`config.mk`:
```
export PLATFORM = sky130hd
export DESIGN_NAME = dtmf_event_rx_digit_fifo_unit
export DESIGN_NICKNAME = d
export VERILOG_FILES = /design/src/hw/rtl/dtmf_rx_pkg.sv /design/src/hw/rtl/dtmf_event_rx_digit_fifo_unit.sv /design/src/hw/rtl/dtmf_rx_classify.sv
export SDC_FILE = /design/constraint.sdc
export NUM_CORES = 1
export LEC_CHECK = 0
export BUFFER_PORTS_ARGS = -buffer_cell sky130_fd_sc_hd__buf_2
export CORE_MARGIN = 5
export CORE_UTILIZATION = 35
export DETAILED_ROUTE_END_ITERATION = 6
export PLACE_DENSITY = 0.55
export SLEW_MARGIN = 20
export SYNTH_ARGS = -nofsm -noshare
export SYNTH_HDL_FRONTEND = slang
export SYNTH_HIERARCHICAL = 1
export SYNTH_SLANG_ARGS = --single-unit
```
`constraint.sdc`:
```
create_clock -name aclk -period 9.75 [get_ports aclk]
set_clock_uncertainty 0.05 [all_clocks]
set_input_delay 0.4875 -clock aclk [delete_from_list [all_inputs] [get_ports aclk]]
set_output_delay 0.4875 -clock aclk [all_outputs]
set_load 0.1 [all_outputs]
```
`src/hw/rtl/dtmf_rx_pkg.sv`:
```
package dtmf_rx_pkg;

    // Default digit FIFO depth
    localparam int FIFO_DEPTH_DEF = 32;

    // Most results that one read request may produce
    localparam int MAX_RESULTS = 32;

    // Shortest telephone-event payload in bytes
    localparam int MIN_EVENT_LEN = 4;

    // Highest event code that maps to a digit
    localparam int MAX_EVENT = 15;

    // Reset value of the event payload type register
    localparam logic [6:0] EVENT_PT_RESET = 7'd101;

    // Result status codes
    localparam logic [2:0] ST_STORED      = 3'd0;
    localparam logic [2:0] ST_STORED_DROP = 3'd1;
    localparam logic [2:0] ST_CONTINUE    = 3'd2;
    localparam logic [2:0] ST_SHORT       = 3'd3;
    localparam logic [2:0] ST_BAD_EVENT   = 3'd4;
    localparam logic [2:0] ST_OTHER_TYPE  = 3'd5;
    localparam logic [2:0] ST_READ        = 3'd6;

    // Request function codes
    localparam logic FUNC_PACKET = 1'b0;
    localparam logic FUNC_READ   = 1'b1;

    // Verdict on one packet header
    typedef struct packed {
        logic [2:0] status;
        logic       store;
        logic       cont;
    } pkt_verdict_t;

    // Map a 4-bit event code to its ASCII digit
    function automatic logic [7:0] ascii_of_code(input logic [3:0] code);
        logic [7:0] ch;
        case (code)
            4'd10:   ch = 8'h2A;  // '*'
            4'd11:   ch = 8'h23;  // '#'
            4'd12:   ch = 8'h41;  // 'A'
            4'd13:   ch = 8'h42;  // 'B'
            4'd14:   ch = 8'h43;  // 'C'
            4'd15:   ch = 8'h44;  // 'D'
            default: ch = 8'h30 + {4'd0, code};
        endcase
        return ch;
    endfunction

endpackage

```
`src/hw/rtl/dtmf_event_rx_digit_fifo_unit.sv`:
```
// Telephone-event receiver with a receive digit FIFO. A packet header request
// (func 0) is checked against the configured payload type and minimum length,
// refreshes the duration of a repeated event, or pushes a new event 0..15 into
// a FIFO_DEPTH-entry digit memory, dropping the oldest digit when full; it
// gives one result and is accepted whenever the block is idle and the output
// register is free. A read request (func 1) pops up to read_count digits (at
// most 32) as ASCII characters, one result each, the last one marked; an empty
// read gives a single result. Each popped digit goes through the registered
// read of the digit memory and the output load, which waits for a free output
// register; no new request is accepted until the last digit of a read is loaded.
// The digit memory needs no clearing after reset. The configuration write
// channel is always ready and should only be used while the block is idle.
module dtmf_event_rx_digit_fifo_unit
    import dtmf_rx_pkg::*;
#(
    parameter int FIFO_DEPTH = FIFO_DEPTH_DEF
) (
    input  logic        aclk,
    input  logic        aresetn,

    input  logic        cfg_valid,
    output logic        cfg_ready,
    input  logic [6:0]  cfg_data,

    input  logic        s_valid,
    output logic        s_ready,
    input  logic        s_func,
    input  logic [6:0]  s_payload_type,
    input  logic [10:0] s_payload_len,
    input  logic [7:0]  s_event_code,
    input  logic [15:0] s_event_duration,
    input  logic [5:0]  s_read_count,

    output logic        m_valid,
    input  logic        m_ready,
    output logic [2:0]  m_status,
    output logic [7:0]  m_digit_ascii,
    output logic        m_digit_valid,
    output logic        m_last_of_run,
    output logic [5:0]  m_pending_count
);

    localparam int PW = $clog2(FIFO_DEPTH);
    localparam int CW = $clog2(FIFO_DEPTH + 1);
    localparam int NW = (CW > 6) ? CW : 6;

    typedef enum logic [1:0] {
        S_IDLE,
        S_FETCH,
        S_EMIT
    } state_t;

    state_t        state_reg, state_next;
    logic [6:0]    cfg_type_reg;
    logic          cur_valid_reg, cur_valid_next;
    logic [3:0]    cur_event_reg, cur_event_next;
    logic [15:0]   cur_dur_reg, cur_dur_next;
    logic [PW-1:0] rp_reg, rp_next;
    logic [CW-1:0] count_reg, count_next;
    logic [5:0]    remain_reg, remain_next;

    logic          m_valid_reg, m_valid_next;
    logic [2:0]    m_status_reg, m_status_next;
    logic [7:0]    m_char_reg, m_char_next;
    logic          m_dvalid_reg, m_dvalid_next;
    logic          m_last_reg, m_last_next;
    logic [5:0]    m_pend_reg, m_pend_next;

    logic [3:0]    digit_store [FIFO_DEPTH];
    logic [3:0]    rd_data_reg;
    logic          mem_we;
    logic          mem_re;
    logic [PW-1:0] wr_addr;

    pkt_verdict_t  verdict;
    logic          out_free;
    logic          fifo_full;
    logic [PW-1:0] rp_inc;
    logic [CW:0]   wr_sum;
    logic [NW-1:0] cnt_ext;
    logic [NW-1:0] take_n;

    dtmf_rx_classify u_classify (
        .cfg_type       (cfg_type_reg),
        .payload_type   (s_payload_type),
        .payload_len    (s_payload_len),
        .event_code     (s_event_code),
        .event_duration (s_event_duration),
        .cur_valid      (cur_valid_reg),
        .cur_event      (cur_event_reg),
        .cur_duration   (cur_dur_reg),
        .verdict        (verdict)
    );

    assign cfg_ready       = 1'b1;
    assign m_valid         = m_valid_reg;
    assign m_status        = m_status_reg;
    assign m_digit_ascii   = m_char_reg;
    assign m_digit_valid   = m_dvalid_reg;
    assign m_last_of_run   = m_last_reg;
    assign m_pending_count = m_pend_reg;

    assign out_free  = !m_valid_reg || m_ready;
    assign s_ready   = (state_reg == S_IDLE) && out_free;
    assign fifo_full = (count_reg == CW'(FIFO_DEPTH));
    assign rp_inc    = (rp_reg == PW'(FIFO_DEPTH - 1)) ? '0 : rp_reg + 1'b1;

    // Tail address: head plus fill, wrapped once; on overflow the old head
    assign wr_sum  = (CW + 1)'(rp_reg) + (CW + 1)'(count_reg);
    always_comb begin
        if (fifo_full) begin
            wr_addr = rp_reg;
        end else if (wr_sum >= (CW + 1)'(FIFO_DEPTH)) begin
            wr_addr = PW'(wr_sum - (CW + 1)'(FIFO_DEPTH));
        end else begin
            wr_addr = PW'(wr_sum);
        end
    end

    // Digits to pop: capped by the fill and by the result limit
    assign cnt_ext      = NW'(count_reg);
    always_comb begin
        take_n = NW'(s_read_count);
        if (take_n > cnt_ext) begin
            take_n = cnt_ext;
        end
        if (take_n > NW'(MAX_RESULTS)) begin
            take_n = NW'(MAX_RESULTS);
        end
    end

    // Next-state logic for control, event state and the output register
    always_comb begin
        state_next     = state_reg;
        cur_valid_next = cur_valid_reg;
        cur_event_next = cur_event_reg;
        cur_dur_next   = cur_dur_reg;
        rp_next        = rp_reg;
        count_next     = count_reg;
        remain_next    = remain_reg;
        m_valid_next   = m_valid_reg && !m_ready;
        m_status_next  = m_status_reg;
        m_char_next    = m_char_reg;
        m_dvalid_next  = m_dvalid_reg;
        m_last_next    = m_last_reg;
        m_pend_next    = m_pend_reg;
        mem_we         = 1'b0;
        mem_re         = 1'b0;

        unique case (state_reg)
            S_IDLE: begin
                if (s_valid && s_ready) begin
                    if (s_func == FUNC_PACKET) begin
                        m_status_next = verdict.status;
                        if (verdict.cont) begin
                            cur_dur_next = s_event_duration;
                        end
                        if (verdict.store) begin
                            cur_valid_next = 1'b1;
                            cur_event_next = s_event_code[3:0];
                            cur_dur_next   = s_event_duration;
                            mem_we         = 1'b1;
                            if (fifo_full) begin
                                rp_next       = rp_inc;
                                m_status_next = ST_STORED_DROP;
                            end else begin
                                count_next = count_reg + 1'b1;
                            end
                        end
                        m_valid_next  = 1'b1;
                        m_char_next   = 8'd0;
                        m_dvalid_next = 1'b0;
                        m_last_next   = 1'b1;
                        m_pend_next   = 6'(count_next);
                    end else if (take_n == '0) begin
                        m_valid_next  = 1'b1;
                        m_status_next = ST_READ;
                        m_char_next   = 8'd0;
                        m_dvalid_next = 1'b0;
                        m_last_next   = 1'b1;
                        m_pend_next   = cnt_ext[5:0];
                    end else begin
                        remain_next = take_n[5:0];
                        state_next  = S_FETCH;
                    end
                end
            end
            S_FETCH: begin
                // Read the head entry and pop it
                mem_re     = 1'b1;
                rp_next    = rp_inc;
                count_next = count_reg - 1'b1;
                state_next = S_EMIT;
            end
            S_EMIT: begin
                if (out_free) begin
                    m_valid_next  = 1'b1;
                    m_status_next = ST_READ;
                    m_char_next   = ascii_of_code(rd_data_reg);
                    m_dvalid_next = 1'b1;
                    m_last_next   = (remain_reg == 6'd1);
                    m_pend_next   = cnt_ext[5:0];
                    remain_next   = remain_reg - 1'b1;
                    state_next    = (remain_reg == 6'd1) ? S_IDLE : S_FETCH;
                end
            end
            default: begin
                state_next = S_IDLE;
            end
        endcase
    end

    // Hold state, event registers and the output register
    always_ff @(posedge aclk) begin
        if (!aresetn) begin
            state_reg     <= S_IDLE;
            cfg_type_reg  <= EVENT_PT_RESET;
            cur_valid_reg <= 1'b0;
            cur_event_reg <= 4'd0;
            cur_dur_reg   <= 16'd0;
            rp_reg        <= '0;
            count_reg     <= '0;
            remain_reg    <= 6'd0;
            m_valid_reg   <= 1'b0;
        end else begin
            state_reg     <= state_next;
            cur_valid_reg <= cur_valid_next;
            cur_event_reg <= cur_event_next;
            cur_dur_reg   <= cur_dur_next;
            rp_reg        <= rp_next;
            count_reg     <= count_next;
            remain_reg    <= remain_next;
            m_valid_reg   <= m_valid_next;
            if (cfg_valid && cfg_ready) begin
                cfg_type_reg <= cfg_data;
            end
        end
        m_status_reg <= m_status_next;
        m_char_reg   <= m_char_next;
        m_dvalid_reg <= m_dvalid_next;
        m_last_reg   <= m_last_next;
        m_pend_reg   <= m_pend_next;
    end

    // Digit memory: one write port at the tail, one registered read at the head
    always_ff @(posedge aclk) begin
        if (mem_we) begin
            digit_store[wr_addr] <= s_event_code[3:0];
        end
        if (mem_re) begin
            rd_data_reg <= digit_store[rp_reg];
        end
    end

endmodule

```
`src/hw/rtl/dtmf_rx_classify.sv`:
```
module dtmf_rx_classify
    import dtmf_rx_pkg::*;
(
    input  logic [6:0]   cfg_type,
    input  logic [6:0]   payload_type,
    input  logic [10:0]  payload_len,
    input  logic [7:0]   event_code,
    input  logic [15:0]  event_duration,
    input  logic         cur_valid,
    input  logic [3:0]   cur_event,
    input  logic [15:0]  cur_duration,
    output pkt_verdict_t verdict
);

    logic same_event;

    // Repeat of the current event with a duration that has not gone back
    assign same_event = cur_valid && (event_code == {4'd0, cur_event}) &&
                        (event_duration >= cur_duration);

    // Check type first, then length, then continuation, then range
    always_comb begin
        verdict.status = ST_STORED;
        verdict.store  = 1'b0;
        verdict.cont   = 1'b0;
        if (payload_type != cfg_type) begin
            verdict.status = ST_OTHER_TYPE;
        end else if (payload_len < 11'(MIN_EVENT_LEN)) begin
            verdict.status = ST_SHORT;
        end else if (same_event) begin
            verdict.status = ST_CONTINUE;
            verdict.cont   = 1'b1;
        end else if (event_code > 8'(MAX_EVENT)) begin
            verdict.status = ST_BAD_EVENT;
        end else begin
            verdict.store  = 1'b1;
        end
    end

endmodule

```
==> Word level (Yosys, flattened, before mapping) <==
Memories as Yosys holds them, arrays and structs flattened. A register that Yosys moved wholly into a read port is not among the register bits.
Cells that the tools add are included.
W data, S select, Z words.
{ "op_classes": {"n_addsub": 7, "mul": 0, "div": 0, "n_lt_le_gt_ge": 6, "eq_ne": 21, "n_shift": 0, "n_mux": 77, "bitwise_logic": 1, "reduce_logical": 20} }
{ "ops": {"columns": ["operator", "count"], "rows": [
  ["$mux W6", 14],
  ["$pmux W7 S6", 1],
  ["$pmux W6 S2", 3],
  ["$mux W5", 7],
  ["$mux W16", 2],
  ["$mux W8", 4],
  ["$mux W3", 10],
  ["$eq A4 B4 Y1 const B", 6],
  ["$mux W1", 23],
  ["$ge A16 B16 Y1", 1],
  ["$pmux W8 S2", 1],
  ["$reduce_and A4 Y1", 4],
  ["$mux W2", 6],
  ["$sub A6 B1 Y6 const B", 2],
  ["$lt A11 B3 Y1 const B", 1],
  ["$ne A2 B2 Y1 const B", 5],
  ["$pmux W5 S2", 1],
  ["$reduce_and A5 Y1", 2],
  ["$eq A8 B4 Y1", 1],
  ["$gt A8 B4 Y1 const B", 1],
  ["$add A5 B6 Y7", 1],
  ["$add A6 B4 Y7 const A", 1],
  ["$ge A7 B6 Y1 const B", 1],
  ["$ne A7 B7 Y1", 1],
  ["23 further kinds", 33]
]} }
{ "word_totals": {"register_bits": 67, "latch_bits": 0, "ram_bits": 128, "romBits": 0, "input_bits": 61, "elab_cells": 147, "mem_count": 1} }
{ "memory_table": {"columns": ["name", "depth", "word_bits", "read_ports", "rd_clocked_by_memory_dff", "write_ports", "line_no", "rtl"], "rows": [
  ["digit_store", 32, 4, 1, 1, 1, "dtmf_event_rx_digit_fifo_unit.sv:69", "logic [3:0] digit_store [FIFO_DEPTH];"]
]} }

==> Logic depth before layout (Yosys ltp) <==
{ "logic_depth": {"depth_word": 12, "depth_mapped": 14, "depth_no_buf": 13} }

==> Hierarchy <==
The synthesis kept the hierarchy.
{ "by_module_without_submodules": {"columns": ["module", "instances", "cells_per_inst", "area_per_inst_um2", "seq_area_each_um2"], "rows": [
  ["dtmf_event_rx_digit_fifo_unit", 1, 638, 8695.8, 5465.2],
  ["dtmf_rx_classify", 1, 81, 588.1, 0.0]
]} }

==> Least setup slack after synthesis <==
OpenSTA, ideal clock, no wires.
{ "synth_timing": {"path_type": "reg-to-reg", "from": "register count_reg[4] (netlist: cnt_ext[4])", "to": "register m_char_reg[0] (netlist: m_digit_ascii[0]) (enable)", "setup_time_ns": 0.395, "t_arrival_ns": 3.100, "required_ns": 9.305, "slack_ns": 6.206, "stages_incl_launch_ff": 10, "path_buffers": 1, "cell_sequence": "dfxtp_1 -> clkbuf_1 -> inv_1 -> ha_1 -> and4_1 -> and3_1 -> a311o_1 -> and3_1 -> a311oi_1 -> nor2b_1"} }
{ "synth_via": {"elab_chain_len": 7} }
{ "synth_lines": {"columns": ["item", "line_no", "rtl"], "rows": [
  ["start, declared", "dtmf_event_rx_digit_fifo_unit.sv:59", "logic [CW-1:0] count_reg, count_next;"],
  ["start signal, assigned", "dtmf_event_rx_digit_fifo_unit.sv:231", "count_reg <= count_next;"],
  ["$gt A6 B6 Y1", "dtmf_event_rx_digit_fifo_unit.sv:124", "if (take_n > cnt_ext) begin"],
  ["$mux W6 (*)", "dtmf_event_rx_digit_fifo_unit.sv:124", null],
  ["$gt A6 B6 Y1", "dtmf_event_rx_digit_fifo_unit.sv:127", "if (take_n > NW'(MAX_RESULTS)) begin"],
  ["$mux W6 (*)", "dtmf_event_rx_digit_fifo_unit.sv:127", null],
  ["$logic_not A6 Y1 (*)", "dtmf_event_rx_digit_fifo_unit.sv:175", "end else if (take_n == '0) begin"],
  ["$ne A3 B2 Y1 (no line) (*)", null, null],
  ["$reduce_and A4 Y1 (no line) (*)", null, null],
  ["end signal, assigned", "dtmf_event_rx_digit_fifo_unit.sv:239", "m_char_reg <= m_char_next;"],
  ["end, declared", "dtmf_event_rx_digit_fifo_unit.sv:64", "logic [7:0] m_char_reg, m_char_next;"]
]} }
Every way passes the cells marked *; elsewhere a longest branch is shown, timed or not.
A chain may end at the register's enable or synchronous reset.

==> flow_summary.json <==
{
  "fp.coreArea_um2": 26060,
  "hold_viol": 0,
  "max_stage_delay_ns": 0.66,
  "cp_top_family": "simple AND/OR/NAND/NOR gates",
  "max_freq_ghz": 0.2406,
  "critPathMostFrequentCell": "nor3_1",
  "num-fill-cells": 2436,
  "die_w_um": 172.9,
  "detailed_place_hpwl_mm": 13.56,
  "power_leakage_uw": 0.003611,
  "detail_route.wl_per_cell_um": 17.76,
  "syn_area_um2": 9284,
  "yosysSeqAreaShare": 0.5887,
  "async_flop_share": 0,
  "die_height_um": 172.9,
  "antenna_cells": 0,
  "dieArea_um2": 29880,
  "synth_edf_count": 150,
  "post_cts_buffers": 0,
  "largest_register_ffs": 128,
  "cts_sinks": 198,
  "synthDistinctLibCells": 63,
  "grt_pass1_vias": 5918,
  "finalCriticalPeriod_ns": 4.157,
  "cts_tree": "yes",
  "synth.avg_cell_area_um2": 12.91,
  "timing.final.crit_share": 0.4263,
  "synth_top_area_share": 0.4852,
  "cts_buffers": 17,
  "start_util": 0.3563,
  "drv_cap": 0,
  "power_density_nw_per_um2": 172.8,
  "crit_type": "flop to flop",
  "holdCritPathClass": "primary input to flop",
  "drcViolationCount": 0,
  "crit_required_ns": 9.77,
  "cts.reportedPaths.clkPinSlew_ns": 0.08,
  "grt_antenna_before_repair": 0,
  "yosysTopAreaCell": "edfxtp_1",
  "final.setup.tns_ns": 0,
  "gp_congestion": 0.7985,
  "hold_buffers": 0,
  "synth_cells": 719,
  "vias_per_cell": 5.133,
  "end_kind": "flop",
  "drt_pass1_iterations": 5,
  "syn-num-nets": 814,
  "power_uw": 1840,
  "htreeDepth": 4,
  "critPathSlowestCell": "nor3_1",
  "port_buffers": 78,
  "clock_latency_ns": 0.44,
  "grt_pass1_wl_mm": 32.30,
  "slew_violations": 0,
  "critPathArrivalTime_ns": 4.18,
  "num_vias": 5810,
  "grt_usage": 0.1344,
  "ys_ff_latch": 198,
  "fp-row-count": 59,
  "tightest_slew_ns": 0.9821,
  "final_util": 0.4085,
  "path_cells": "xnor2_1 -> nand4_1 -> nor4_1 -> nand2b_1 -> nor3_1 -> buf_4 -> inv_1 -> nor4_4 -> o21ai_1 -> nor3_1",
  "vdd_drop_max_mv": 0.1089,
  "synthFlopType": "edfxtp_1",
  "cts-root-buf": "clkbuf_16",
  "setup_viol": 0,
  "fin_nets": 879,
  "area_growth_pct": 14.66,
  "drtIter0Drc": 420,
  "critical_path_buf_inv_count": 2,
  "status": "finished, final reports clean",
  "wirelength_mm": 20.10,
  "io_pins": 83,
  "synth_warnings": 6,
  "cp-start-kind": "flop",
  "drive_gt1_frac": 0.2196,
  "cts_resized": 0,
  "relSlewSlack": 0.3423,
  "grt_overflow": 0,
  "rsz0062_at_grt": "no",
  "cp_max_fo": 11,
  "grt_max_degree": 43,
  "cts_max_path_buffers": 2,
  "synth_area_leaders": "edfxtp_1 (49%), dfxtp_1 (10%), mux4_2 (9.7%)",
  "ant_nets": 0
}
## cells by family after synthesis
| logic type | count (synthesis) | synth area share |
|---|---|---|
| other cells | 2 | 0.0008089 |
| mux | 61 | 0.1205 |
| fa+ha+maj | 34 | 0.04663 |
| buf+inv | 74 | 0.03086 |
| xor+xnor | 22 | 0.02075 |
| compound gates | 110 | 0.07359 |
| simple gates | 218 | 0.1182 |
| flops | 198 | 0.5887 |
## stage by stage
step                hold WS [ns]  cells  instance area [µm²]  setup slack (ns)
floorplan                 0.3818    719                 9284             6.206
global placement          0.3912   1100                 9992             5.308
detailed placement        0.3978   1100                 9992             5.235
CTS                       0.1871   1132                10640             5.511
global route              0.1891   1132                10650             5.206
finish                    0.2107   1132                10650             5.593
## worst reg2reg max path, cell delays in order (launching register included)
cell and delay, ns:
dfxtp_1 0.32, xnor2_1 0.17, nand4_1 0.12, nor4_1 0.63
nand2b_1 0.19, nor3_1 0.22, buf_4 0.21, inv_1 0.09
nor4_4 0.63, o21ai_1 0.50, nor3_1 0.67
## metal layers
metal / wire, µm / global-route usage
met2: 9633 / 0.2156
met5: 0 / 0
met3: 802 / 0.02991
met4: 187 / 0.03701
met1: 9479 / 0.1852
## cell usage in the layout, fill, tap and decap left out, types with 3 or more instances in the layout
| cell | synthesis | final |
|---|---|---|
| a31oi_1 | 5 | 5 |
| nor3b_1 | 6 | 6 |
| xor2_1 | 11 | 10 |
| nor2b_1 | 4 | 3 |
| nor2_1 | 34 | 34 |
| nor3_1 | 48 | 48 |
| inv_1 | 36 | 36 |
| nand3_1 | 16 | 16 |
| dfxtp_1 | 48 | 46 |
| inv_12 | 0 | 5 |
| nand4_1 | 6 | 6 |
| a21o_1 | 5 | 5 |
| mux2_2 | 6 | 6 |
| buf_2 | 1 | 78 |
| and3_1 | 6 | 6 |
| or4_1 | 3 | 3 |
| o21ai_1 | 5 | 6 |
| mux2i_1 | 15 | 15 |
| o21a_1 | 6 | 6 |
| nand2_1 | 65 | 65 |
| clkinv_8 | 0 | 5 |
| nor4_1 | 6 | 6 |
| nand2b_1 | 6 | 6 |
| ha_1 | 33 | 33 |
| or3_1 | 6 | 6 |
| edfxtp_1 | 150 | 150 |
| a21oi_1 | 47 | 47 |
| xnor2_1 | 11 | 11 |
| clkbuf_16 | 0 | 17 |
| a311o_1 | 4 | 4 |
| o21ai_0 | 17 | 16 |
| buf_4 | 2 | 6 |
| mux4_2 | 40 | 40 |
## area by class of cell
| class | instances | area (µm²) | area share |
|---|---|---|---|
| flip-flops and latches | 198 | 5468 | 0.5136 |
| multi-input cells | 447 | 3542 | 0.3327 |
| repair buffers | 84 | 435.4 | 0.04090 |
| clock buffers | 17 | 425.4 | 0.03996 |
| well taps | 335 | 419.2 | 0.03937 |
| clock inverters | 15 | 220.2 | 0.02069 |
| inverters | 36 | 135.1 | 0.01269 |
## path summary, 6_finish.rpt
check | startpoint | slack [ns] | endpoint | cells past startpoint
max | cfg_type_reg[4] | 5.59 | digit_store[12][1] | 10
min | cfg_data[0] | 0.21 | cfg_type_reg[0] | 3
max reg2reg | cfg_type_reg[4] | 5.59 | digit_store[12][1] | 10
min reg2reg | cur_dur_reg[8] | 0.41 | cur_dur_reg[8] | 2
## cells in the mapped netlist, drive strengths merged (2+ instances only)
cell,number
edfxtp,150
nand2,65
a21oi,48
dfxtp,48
nor3,48
mux4,40
inv,36
nor2,34
ha,33
clkbuf,29
o21ai,22
nand3,16
mux2i,15
xnor2,11
xor2,11
buf,9
nor4,8
and3,6
mux2,6
nand2b,6
nand4,6
nor3b,6
o21a,6
or3,6
a21o,5
a31oi,5
a311o,4
nor2b,4
or4,4
a211oi,2
a41o,2
conb,2
o32ai,2
or2,2
## power breakdown
part / leakage [µW] / switching [µW] / internal, µW / total (µW)
clock network: 0.000309 / 387 / 363 / 750
logic: 0.00155 / 119 / 46.5 / 166
registers: 0.00175 / 7.38 / 917 / 924
total: 0.00361 / 513 / 1330 / 1840
Note: power is estimated with default switching activity, not from simulation.
